File: config.mk
export PLATFORM = sky130hd
export DESIGN_NAME = button_click_event_detector_unit
export DESIGN_NICKNAME = d
export VERILOG_FILES = /design/src/design/bced_pkg.sv /design/src/design/bced_ram.sv /design/src/design/bced_regs.sv /design/src/design/bced_update.sv /design/src/design/button_click_event_detector_unit.sv
export SDC_FILE = /design/constraint.sdc
export NUM_CORES = 1
export LEC_CHECK = 0
export BUFFER_PORTS_ARGS = -buffer_cell sky130_fd_sc_hd__buf_2
export CAP_MARGIN = 10
export CORE_ASPECT_RATIO = 1.25
export CORE_MARGIN = 3
export CORE_UTILIZATION = 38
export CTS_CLUSTER_DIAMETER = 30
export DETAILED_ROUTE_END_ITERATION = 6
export GPL_ROUTABILITY_DRIVEN = 0
export HOLD_SLACK_MARGIN = 0.15
export PLACE_DENSITY_LB_ADDON = 0.1
export SYNTH_ARGS = -nofsm -noshare
export SYNTH_HDL_FRONTEND = slang
export SYNTH_SLANG_ARGS = --single-unit
File: constraint.sdc
create_clock -name clk -period 9 [get_ports clk]
set_input_delay 1.35 -clock clk [delete_from_list [all_inputs] [get_ports clk]]
set_output_delay 1.35 -clock clk [all_outputs]
set_load 0.1 [all_outputs]
File: src/design/bced_pkg.sv
// shared types and constants for the button click event detector
// no dependencies; used by bced_regs, bced_update and the top level
package bced_pkg;

  // per-button state machine, one-hot coded
  typedef enum logic [7:0] {
    ST_IDLE     = 8'b0000_0001,
    ST_PRESSED  = 8'b0000_0010,
    ST_RELEASED = 8'b0000_0100,
    ST_CLICK    = 8'b0000_1000,
    ST_LONG     = 8'b0001_0000,
    ST_LONG_END = 8'b0010_0000,
    ST_DOUBLE   = 8'b0100_0000,
    ST_WAIT     = 8'b1000_0000
  } bced_state_t;

  typedef enum logic [1:0] {
    KIND_NONE   = 2'd0,
    KIND_CLICK  = 2'd1,
    KIND_DOUBLE = 2'd2,
    KIND_LONG   = 2'd3
  } bced_kind_t;

  // register indexes on the configuration port
  typedef enum logic [1:0] {
    REG_ACTIVE_LEVEL  = 2'd0,
    REG_LONG_PRESS    = 2'd1,
    REG_DOUBLE_WINDOW = 2'd2,
    REG_MIN_PRESS     = 2'd3
  } bced_reg_t;

  localparam logic        ACTIVE_LEVEL_RST  = 1'b0;
  localparam logic [15:0] LONG_PRESS_RST    = 16'd1000;
  localparam logic [15:0] DOUBLE_WINDOW_RST = 16'd300;
  localparam logic [15:0] MIN_PRESS_RST     = 16'd20;

  typedef struct packed {
    logic        active_level;
    logic [15:0] long_press_ticks;
    logic [15:0] double_click_window;
    logic [15:0] min_press_ticks;
  } bced_cfg_t;

  // one memory word per button
  typedef struct packed {
    bced_state_t state;
    logic [31:0] press_start;
    logic [31:0] release_time;
  } bced_entry_t;

  localparam bced_entry_t ENTRY_RST = '{state: ST_IDLE, press_start: 32'd0,
                                        release_time: 32'd0};

endpackage

File: src/design/bced_ram.sv
// generic single-port-write, single-port-read ram with registered read
// no dependencies
module bced_ram #(
  parameter int WIDTH = 8,
  parameter int DEPTH = 2
) (
  input  logic                                      clk,
  input  logic                                      we,
  input  logic [(DEPTH > 1 ? $clog2(DEPTH) : 1)-1:0] waddr,
  input  logic [WIDTH-1:0]                          wdata,
  input  logic                                      re,
  input  logic [(DEPTH > 1 ? $clog2(DEPTH) : 1)-1:0] raddr,
  output logic [WIDTH-1:0]                          rdata
);

  logic [WIDTH-1:0] mem [DEPTH];
  logic [WIDTH-1:0] rdata_r;

  always_ff @(posedge clk) begin
    if (we) begin
      mem[waddr] <= wdata;
    end
    if (re) begin
      rdata_r <= mem[raddr];
    end
  end

  assign rdata = rdata_r;

endmodule

File: src/design/bced_regs.sv
// apb-style configuration registers of the button event detector
// depends on bced_pkg
module bced_regs (
  input  logic                clk,
  input  logic                rst_n,
  input  logic                psel,
  input  logic                penable,
  input  logic                pwrite,
  input  logic [3:0]          paddr,
  input  logic [31:0]         pwdata,
  output logic [31:0]         prdata,
  output logic                pready,
  output bced_pkg::bced_cfg_t cfg
);

  bced_pkg::bced_cfg_t cfg_r;
  bced_pkg::bced_cfg_t cfg_nxt;
  bced_pkg::bced_reg_t sel;
  logic                wr;

  assign sel   = bced_pkg::bced_reg_t'(paddr[3:2]);
  assign wr    = psel && penable && pwrite;
  assign pready = 1'b1;

  always_comb begin
    cfg_nxt = cfg_r;
    if (wr) begin
      unique case (sel)
        bced_pkg::REG_ACTIVE_LEVEL:  cfg_nxt.active_level        = pwdata[0];
        bced_pkg::REG_LONG_PRESS:    cfg_nxt.long_press_ticks    = pwdata[15:0];
        bced_pkg::REG_DOUBLE_WINDOW: cfg_nxt.double_click_window = pwdata[15:0];
        bced_pkg::REG_MIN_PRESS:     cfg_nxt.min_press_ticks     = pwdata[15:0];
        default:                     cfg_nxt = cfg_r;
      endcase
    end
  end

  always_comb begin
    unique case (sel)
      bced_pkg::REG_ACTIVE_LEVEL:  prdata = {31'd0, cfg_r.active_level};
      bced_pkg::REG_LONG_PRESS:    prdata = {16'd0, cfg_r.long_press_ticks};
      bced_pkg::REG_DOUBLE_WINDOW: prdata = {16'd0, cfg_r.double_click_window};
      bced_pkg::REG_MIN_PRESS:     prdata = {16'd0, cfg_r.min_press_ticks};
      default:                     prdata = 32'd0;
    endcase
  end

  always_ff @(posedge clk) begin
    if (!rst_n) begin
      cfg_r.active_level        <= bced_pkg::ACTIVE_LEVEL_RST;
      cfg_r.long_press_ticks    <= bced_pkg::LONG_PRESS_RST;
      cfg_r.double_click_window <= bced_pkg::DOUBLE_WINDOW_RST;
      cfg_r.min_press_ticks     <= bced_pkg::MIN_PRESS_RST;
    end else begin
      cfg_r <= cfg_nxt;
    end
  end

  assign cfg = cfg_r;

endmodule

File: src/design/bced_update.sv
// next-state and event logic for one button entry
// depends on bced_pkg
module bced_update (
  input  bced_pkg::bced_cfg_t   cfg,
  input  bced_pkg::bced_entry_t cur,
  input  logic                  pressed,
  input  logic [31:0]           now_ticks,
  output bced_pkg::bced_entry_t nxt,
  output bced_pkg::bced_kind_t  kind
);

  logic [31:0] held;
  logic [31:0] since_rel;
  logic [31:0] press_len;
  logic [31:0] long_lim;
  logic [31:0] win;
  logic [31:0] min_lim;

  assign held      = now_ticks - cur.press_start;
  assign since_rel = now_ticks - cur.release_time;
  assign press_len = cur.release_time - cur.press_start;
  assign long_lim  = {16'd0, cfg.long_press_ticks};
  assign win       = {16'd0, cfg.double_click_window};
  assign min_lim   = {16'd0, cfg.min_press_ticks};

  always_comb begin
    nxt  = cur;
    kind = bced_pkg::KIND_NONE;
    unique case (cur.state)
      bced_pkg::ST_IDLE: begin
        if (pressed) begin
          nxt.state       = bced_pkg::ST_PRESSED;
          nxt.press_start = now_ticks;
        end
      end
      bced_pkg::ST_PRESSED: begin
        if (!pressed) begin
          nxt.state        = bced_pkg::ST_RELEASED;
          nxt.release_time = now_ticks;
        end else if (held > long_lim) begin
          nxt.state = bced_pkg::ST_LONG;
        end
      end
      bced_pkg::ST_LONG: begin
        if (!pressed) begin
          nxt.state = bced_pkg::ST_LONG_END;
        end
      end
      bced_pkg::ST_RELEASED: begin
        if (pressed && since_rel < win) begin
          nxt.state = bced_pkg::ST_DOUBLE;
        end else if (since_rel > win) begin
          // too-short press drops back to idle without an event
          nxt.state = (press_len > min_lim) ? bced_pkg::ST_CLICK : bced_pkg::ST_IDLE;
        end
      end
      bced_pkg::ST_CLICK: begin
        kind      = bced_pkg::KIND_CLICK;
        nxt.state = bced_pkg::ST_WAIT;
      end
      bced_pkg::ST_DOUBLE: begin
        kind      = bced_pkg::KIND_DOUBLE;
        nxt.state = bced_pkg::ST_WAIT;
      end
      bced_pkg::ST_LONG_END: begin
        kind      = bced_pkg::KIND_LONG;
        nxt.state = bced_pkg::ST_WAIT;
      end
      bced_pkg::ST_WAIT: begin
        if (!pressed) begin
          nxt.state = bced_pkg::ST_IDLE;
        end
      end
      default: begin
        nxt.state = bced_pkg::ST_IDLE;
      end
    endcase
  end

endmodule

File: src/design/button_click_event_detector_unit.sv
// button click / double click / long press detector, top level
// a polled word goes to the s1 registers, then to the output registers
// throughput: one poll per cycle unless stalled; per-button state sits
//   in one ram, read at accept, written back when s1 fires, forwarded
// reset: per-entry valid flops clear at once, so no clearing pass is needed
// depends on bced_pkg, bced_ram, bced_regs, bced_update
module button_click_event_detector_unit #(
  parameter int NUM_BUTTONS = 2
) (
  input  logic        clk,
  input  logic        rst_n,
  input  logic        psel,
  input  logic        penable,
  input  logic        pwrite,
  input  logic [3:0]  paddr,
  input  logic [31:0] pwdata,
  output logic [31:0] prdata,
  output logic        pready,
  input  logic        in_valid,
  output logic        in_ready,
  input  logic [3:0]  in_button_index,
  input  logic        in_pin_level,
  input  logic [31:0] in_now_ticks,
  output logic        out_valid,
  input  logic        out_ready,
  output logic [3:0]  out_event_button,
  output logic [1:0]  out_event_kind
);

  localparam int AW = (NUM_BUTTONS > 1) ? $clog2(NUM_BUTTONS) : 1;
  localparam int EW = $bits(bced_pkg::bced_entry_t);

  bced_pkg::bced_cfg_t   cfg;
  bced_pkg::bced_entry_t rd_entry;
  bced_pkg::bced_entry_t cur_entry;
  bced_pkg::bced_entry_t new_entry;
  bced_pkg::bced_kind_t  kind;
  logic [EW-1:0]         ram_rdata;

  logic                   in_fire;
  logic                   s1_fire;
  logic                   s1_in_range;
  logic                   we;
  logic [AW-1:0]          waddr;

  logic                   s1_valid_r, s1_valid_nxt;
  logic [3:0]             s1_idx_r;
  logic                   s1_pressed_r;
  logic [31:0]            s1_now_r;
  logic                   fwd_hit_r;
  bced_pkg::bced_entry_t  fwd_data_r;
  logic [NUM_BUTTONS-1:0] ent_valid_r, ent_valid_nxt;
  logic                   out_valid_r, out_valid_nxt;
  logic [3:0]             out_button_r;
  logic [1:0]             out_kind_r;

  bced_regs u_regs (
    .clk     (clk),
    .rst_n   (rst_n),
    .psel    (psel),
    .penable (penable),
    .pwrite  (pwrite),
    .paddr   (paddr),
    .pwdata  (pwdata),
    .prdata  (prdata),
    .pready  (pready),
    .cfg     (cfg)
  );

  assign s1_fire  = s1_valid_r && (!out_valid_r || out_ready);
  assign in_ready = !s1_valid_r || s1_fire;
  assign in_fire  = in_valid && in_ready;

  assign s1_in_range = {1'b0, s1_idx_r} < 5'(NUM_BUTTONS);
  assign we          = s1_fire && s1_in_range;
  assign waddr       = s1_idx_r[AW-1:0];

  bced_ram #(
    .WIDTH (EW),
    .DEPTH (NUM_BUTTONS)
  ) u_state_ram (
    .clk   (clk),
    .we    (we),
    .waddr (waddr),
    .wdata (new_entry),
    .re    (in_fire),
    .raddr (in_button_index[AW-1:0]),
    .rdata (ram_rdata)
  );

  assign rd_entry = bced_pkg::bced_entry_t'(ram_rdata);

  // the write-back at the accept edge is newer than what the ram returned
  always_comb begin
    priority if (fwd_hit_r) begin
      cur_entry = fwd_data_r;
    end else if (ent_valid_r[waddr]) begin
      cur_entry = rd_entry;
    end else begin
      cur_entry = bced_pkg::ENTRY_RST;
    end
  end

  bced_update u_update (
    .cfg       (cfg),
    .cur       (cur_entry),
    .pressed   (s1_pressed_r),
    .now_ticks (s1_now_r),
    .nxt       (new_entry),
    .kind      (kind)
  );

  always_comb begin
    s1_valid_nxt = s1_valid_r;
    if (in_fire) begin
      s1_valid_nxt = 1'b1;
    end else if (s1_fire) begin
      s1_valid_nxt = 1'b0;
    end
  end

  always_comb begin
    ent_valid_nxt = ent_valid_r;
    if (we) begin
      ent_valid_nxt[waddr] = 1'b1;
    end
  end

  always_comb begin
    out_valid_nxt = out_valid_r;
    if (s1_fire) begin
      out_valid_nxt = 1'b1;
    end else if (out_ready) begin
      out_valid_nxt = 1'b0;
    end
  end

  always_ff @(posedge clk) begin
    if (!rst_n) begin
      s1_valid_r  <= 1'b0;
      out_valid_r <= 1'b0;
      ent_valid_r <= '0;
      fwd_hit_r   <= 1'b0;
    end else begin
      s1_valid_r  <= s1_valid_nxt;
      out_valid_r <= out_valid_nxt;
      ent_valid_r <= ent_valid_nxt;
      if (in_fire) begin
        fwd_hit_r <= we && (waddr == in_button_index[AW-1:0]);
      end
    end
  end

  always_ff @(posedge clk) begin
    if (in_fire) begin
      s1_idx_r     <= in_button_index;
      s1_pressed_r <= (in_pin_level == cfg.active_level);
      s1_now_r     <= in_now_ticks;
      fwd_data_r   <= new_entry;
    end
    if (s1_fire) begin
      out_button_r <= s1_idx_r;
      out_kind_r   <= s1_in_range ? kind : bced_pkg::KIND_NONE;
    end
  end

  assign out_valid        = out_valid_r;
  assign out_event_button = out_button_r;
  assign out_event_kind   = out_kind_r;

endmodule
==> flow_summary.yaml <==
status:
  outcome: "finished, final reports clean"
floorplanning:
  dieHeight_microns: 285
  core_sq_um: 61200
  ios: 121
  die_width_microns: 229
  rows: 101
  start_util_pct: 38.7
  die_area_sq_um: 65400
route:
  first_pass_iters: 5
  viasPerCell: 5.58
  drcViolationCount: 0
  wl_per_cell_microns: 21.3
  ant_nets: 0
  first_iter_violations: 1182
  num_vias: 18530
  drt_wl_total_mm: 70.7
power:
  finalPower_uw: 5880
  internal_power_uw: 4400
  switchingPower_uw: 1480
  comb_power_share_pct: 11.0
  pwr-share-clk_pct: 54.0
  p_leak_uw: 0.0106
  swShare_pct: 25.2
  p_seq_share_pct: 34.9
  power_density_nw_per_um2: 213
  peakVddDrop_v: 0.000125
timing:
  report.final.slew_viol_count: 0
  grt_setup_unrepaired: "no"
  slew_headroom_pct: 24.2
  tightest_slew_ns: 1.14
  skew_ns: 0.0220
  hold_violations: 0
  tns_ns: 0
  setup_viol: 0
  period_needed_ns: 7.10
  fmax_mhz: 141
  finalCritPeriodShare_pct: 78.8
setup_path:
  arrival_ns: 7.52
  r2r-start: "s1_idx_r[0]$_DFFE_PP_"
  timing.rr.end: "u_state_ram.mem[0][69]$_DFFE_PP_"
  rrSetupSlack_ns: 1.90
  start_kind: "flop"
  cp.required_ns: 9.43
  end_kind: "flop"
  crit_start: "s1_idx_r[0]$_DFFE_PP_"
  path_max_fanout: 6
  crit_path_end: "u_state_ram.mem[0][69]$_DFFE_PP_"
  timing_worst_setup_path_type: "reg -> reg"
  worstRegToRegCells: 26
synthesis:
  yosys.area.top_type: "edfxtp_1"
  yosys.cell_types.count: 101
  synth_edf_count: 331
  syn-cell-area_sq_um: 23700
  yosysWarnings: 0
  synth_ff_type: "edfxtp_1"
  yosys_register_bits: 385
  synth_area_leaders: "edfxtp_1 42%, ha_1 5.8%, dfxtp_1 4.6%"
  synthArstFlopShare_pct: 0
  synth.most_common_cell: "edfxtp_1"
  synthTopCellsByCount: "331 x edfxtp_1, 273 x nand2_1, 190 x a21oi_1"
  syn_avg_cell_area_sq_um: 10.0
  ys_seq_area_share_pct: 46.5
  netlist_instances: 2358
  netlist.area_leader.share_pct: 42.0
global_route:
  overflow: 0
  grt_pass1_wl_mm: 108
  antenna_found_initial: 1
  grt_max_degree: 120
  grt_pass1_vias: 18366
  grt_usage_pct: 21.2
placement:
  io_buffers: 85
  placed_cells: 3162
  hpwl_mm: 51.1
cells_and_area:
  nNetsFinal: 2615
  fillers: 5809
  area_growth_pct: 16.7
  utilization_pct: 45.2
  drive_above_1_share_pct: 15.1
  instances_no_fill: 3320
clock_network:
  cts_made_buffers: 85
  clkLatencyLatePin_ns: 0.62
  htree_levels: 3
  cts_root_buffer: "clkbuf_16"
  ctsHoldBuffers: 0
  cts_buffer_depth: 3
  ctsResizeCount: 0
  clk_pin_slew_ns: 0.04
  cts_tree: "done"
  cts.sinks: 385
  cts_setup_buffers: 0
min_path:
  hold_path.class: "reg -> reg"
job:
  max_cap_violations: 0
[area by class of cell]
class                   count  area (sq um)  share of cell area (%)
multi-input cells        1744         11600                    42.2
clock buffers              98          2220                    8.03
clock inverters            59           747                    2.70
flip-flops and latches    385         11000                    39.9
inverters                 109           417                    1.51
repair buffers            100           541                    1.96
diodes                      1          2.50                 0.00906
well taps                 824          1030                    3.73
[sequential cells by signal, indices dropped and copies added, names as in the netlist]
name               cells
out_valid              1
u_regs.cfg            49
s1_valid_r             1
s1_idx_r               4
out_event_kind         2
fwd_data_r            72
ent_valid_r            2
fwd_hit_r              1
out_event_button       4
u_state_ram.rdata     72
s1_pressed_r           1
u_state_ram.mem      144
s1_now_r              32
[critical path, stage by stage, from the launching register on]
cell and delay (ns):
edfxtp_1 0.54, mux2_4 0.27, nand2_1 0.05, o21ai_0 0.45, ha_1 0.36, inv_1 0.07
ha_1 0.20, and3b_1 0.21, a311oi_1 0.07, maj3_1 0.41, maj3_2 0.38, a32oi_1 0.29
nand2_1 0.25, a21boi_0 0.26, xor2_1 0.24, ha_1 0.29, a21o_1 0.16, a21o_1 0.17
a21o_1 0.17, a21o_1 0.17, a21o_1 0.17, a221o_1 0.38, a211oi_1 0.22, nand4_1 0.21
a2111oi_4 0.40, nand4_1 0.23, a21oi_1 0.29
[power groups by stage]
stage          Combinational [uW]  Clock [uW]  Sequential, uW
6_report                      649        3170            2050
5_1_grt                       710        3330            2060
4_1_cts                       647        3240            2050
3_5_place_dp                  643           0            2080
3_3_place_gp                  636           0            2080
2_1_floorplan                 475           0            2080
[how the worst min path moves through the flow]
stage,from,to,slack (ns),depth (start not counted)
3_5_place_dp,s1_idx_r[1]$_DFFE_PP_,out_event_button[1]$_DFFE_PP_,0.45,0
5_1_grt,s1_idx_r[1]$_DFFE_PP_,out_event_button[1]$_DFFE_PP_,0.49,0
2_1_floorplan,s1_idx_r[1]$_DFFE_PP_,out_event_button[1]$_DFFE_PP_,0.43,0
6_report,u_regs.cfg[23]$_SDFFE_PN0P_,u_regs.cfg[23]$_SDFFE_PN0P_,0.47,2
3_3_place_gp,u_regs.cfg[22]$_SDFFE_PN0P_,u_regs.cfg[22]$_SDFFE_PN0P_,0.46,2
4_1_cts,u_regs.cfg[23]$_SDFFE_PN0P_,u_regs.cfg[23]$_SDFFE_PN0P_,0.47,2
[cells in the final DEF, fill, tap and decap left out, drive strengths merged, types with 54 or more instances in the layout]
master / n
dfxtp: 54
a21o: 59
edfxtp: 331
buf: 100
nor2: 188
inv: 112
mux2: 84
ha: 110
o21ai: 110
clkbuf: 98
a21oi: 190
nand2: 273
xnor2: 69
[layer usage]
metal / vias to the layer above / routed length [microns] / GRT usage, %
li1: 8848 / - / -
met1: 8975 / 29800 / 26.4
met2: 573 / 35500 / 37.4
met3: 134 / 3220 / 3.15
met4: 0 / 2210 / 7.66
met5: - / 0 / 0
[kinds of logic after synthesis]
family,count (synthesis),share of synthesized area [%]
AND/OR/NAND/NOR,715,14.0
AO/OA/AOI/OAI,678,19.6
flip-flops,385,46.5
buffers and inverters,244,4.63
adder cells (fa/ha/maj),129,6.64
XOR/XNOR,110,4.07
multiplexers,95,4.54
other,2,0.0317
[per-stage QoR]
stage | cell area (sq um) | setup slack (ns) | hold WS [ns]
after floorplan | 23700 | 1.56 | 0.427
after global placement | 24700 | 1.95 | 0.455
after detailed placement | 24700 | 1.91 | 0.445
after CTS | 27600 | 1.87 | 0.469
after global routing | 27600 | 1.40 | 0.492
final | 27600 | 1.90 | 0.465
No activity file was read; power rests on OpenSTA's default activity.
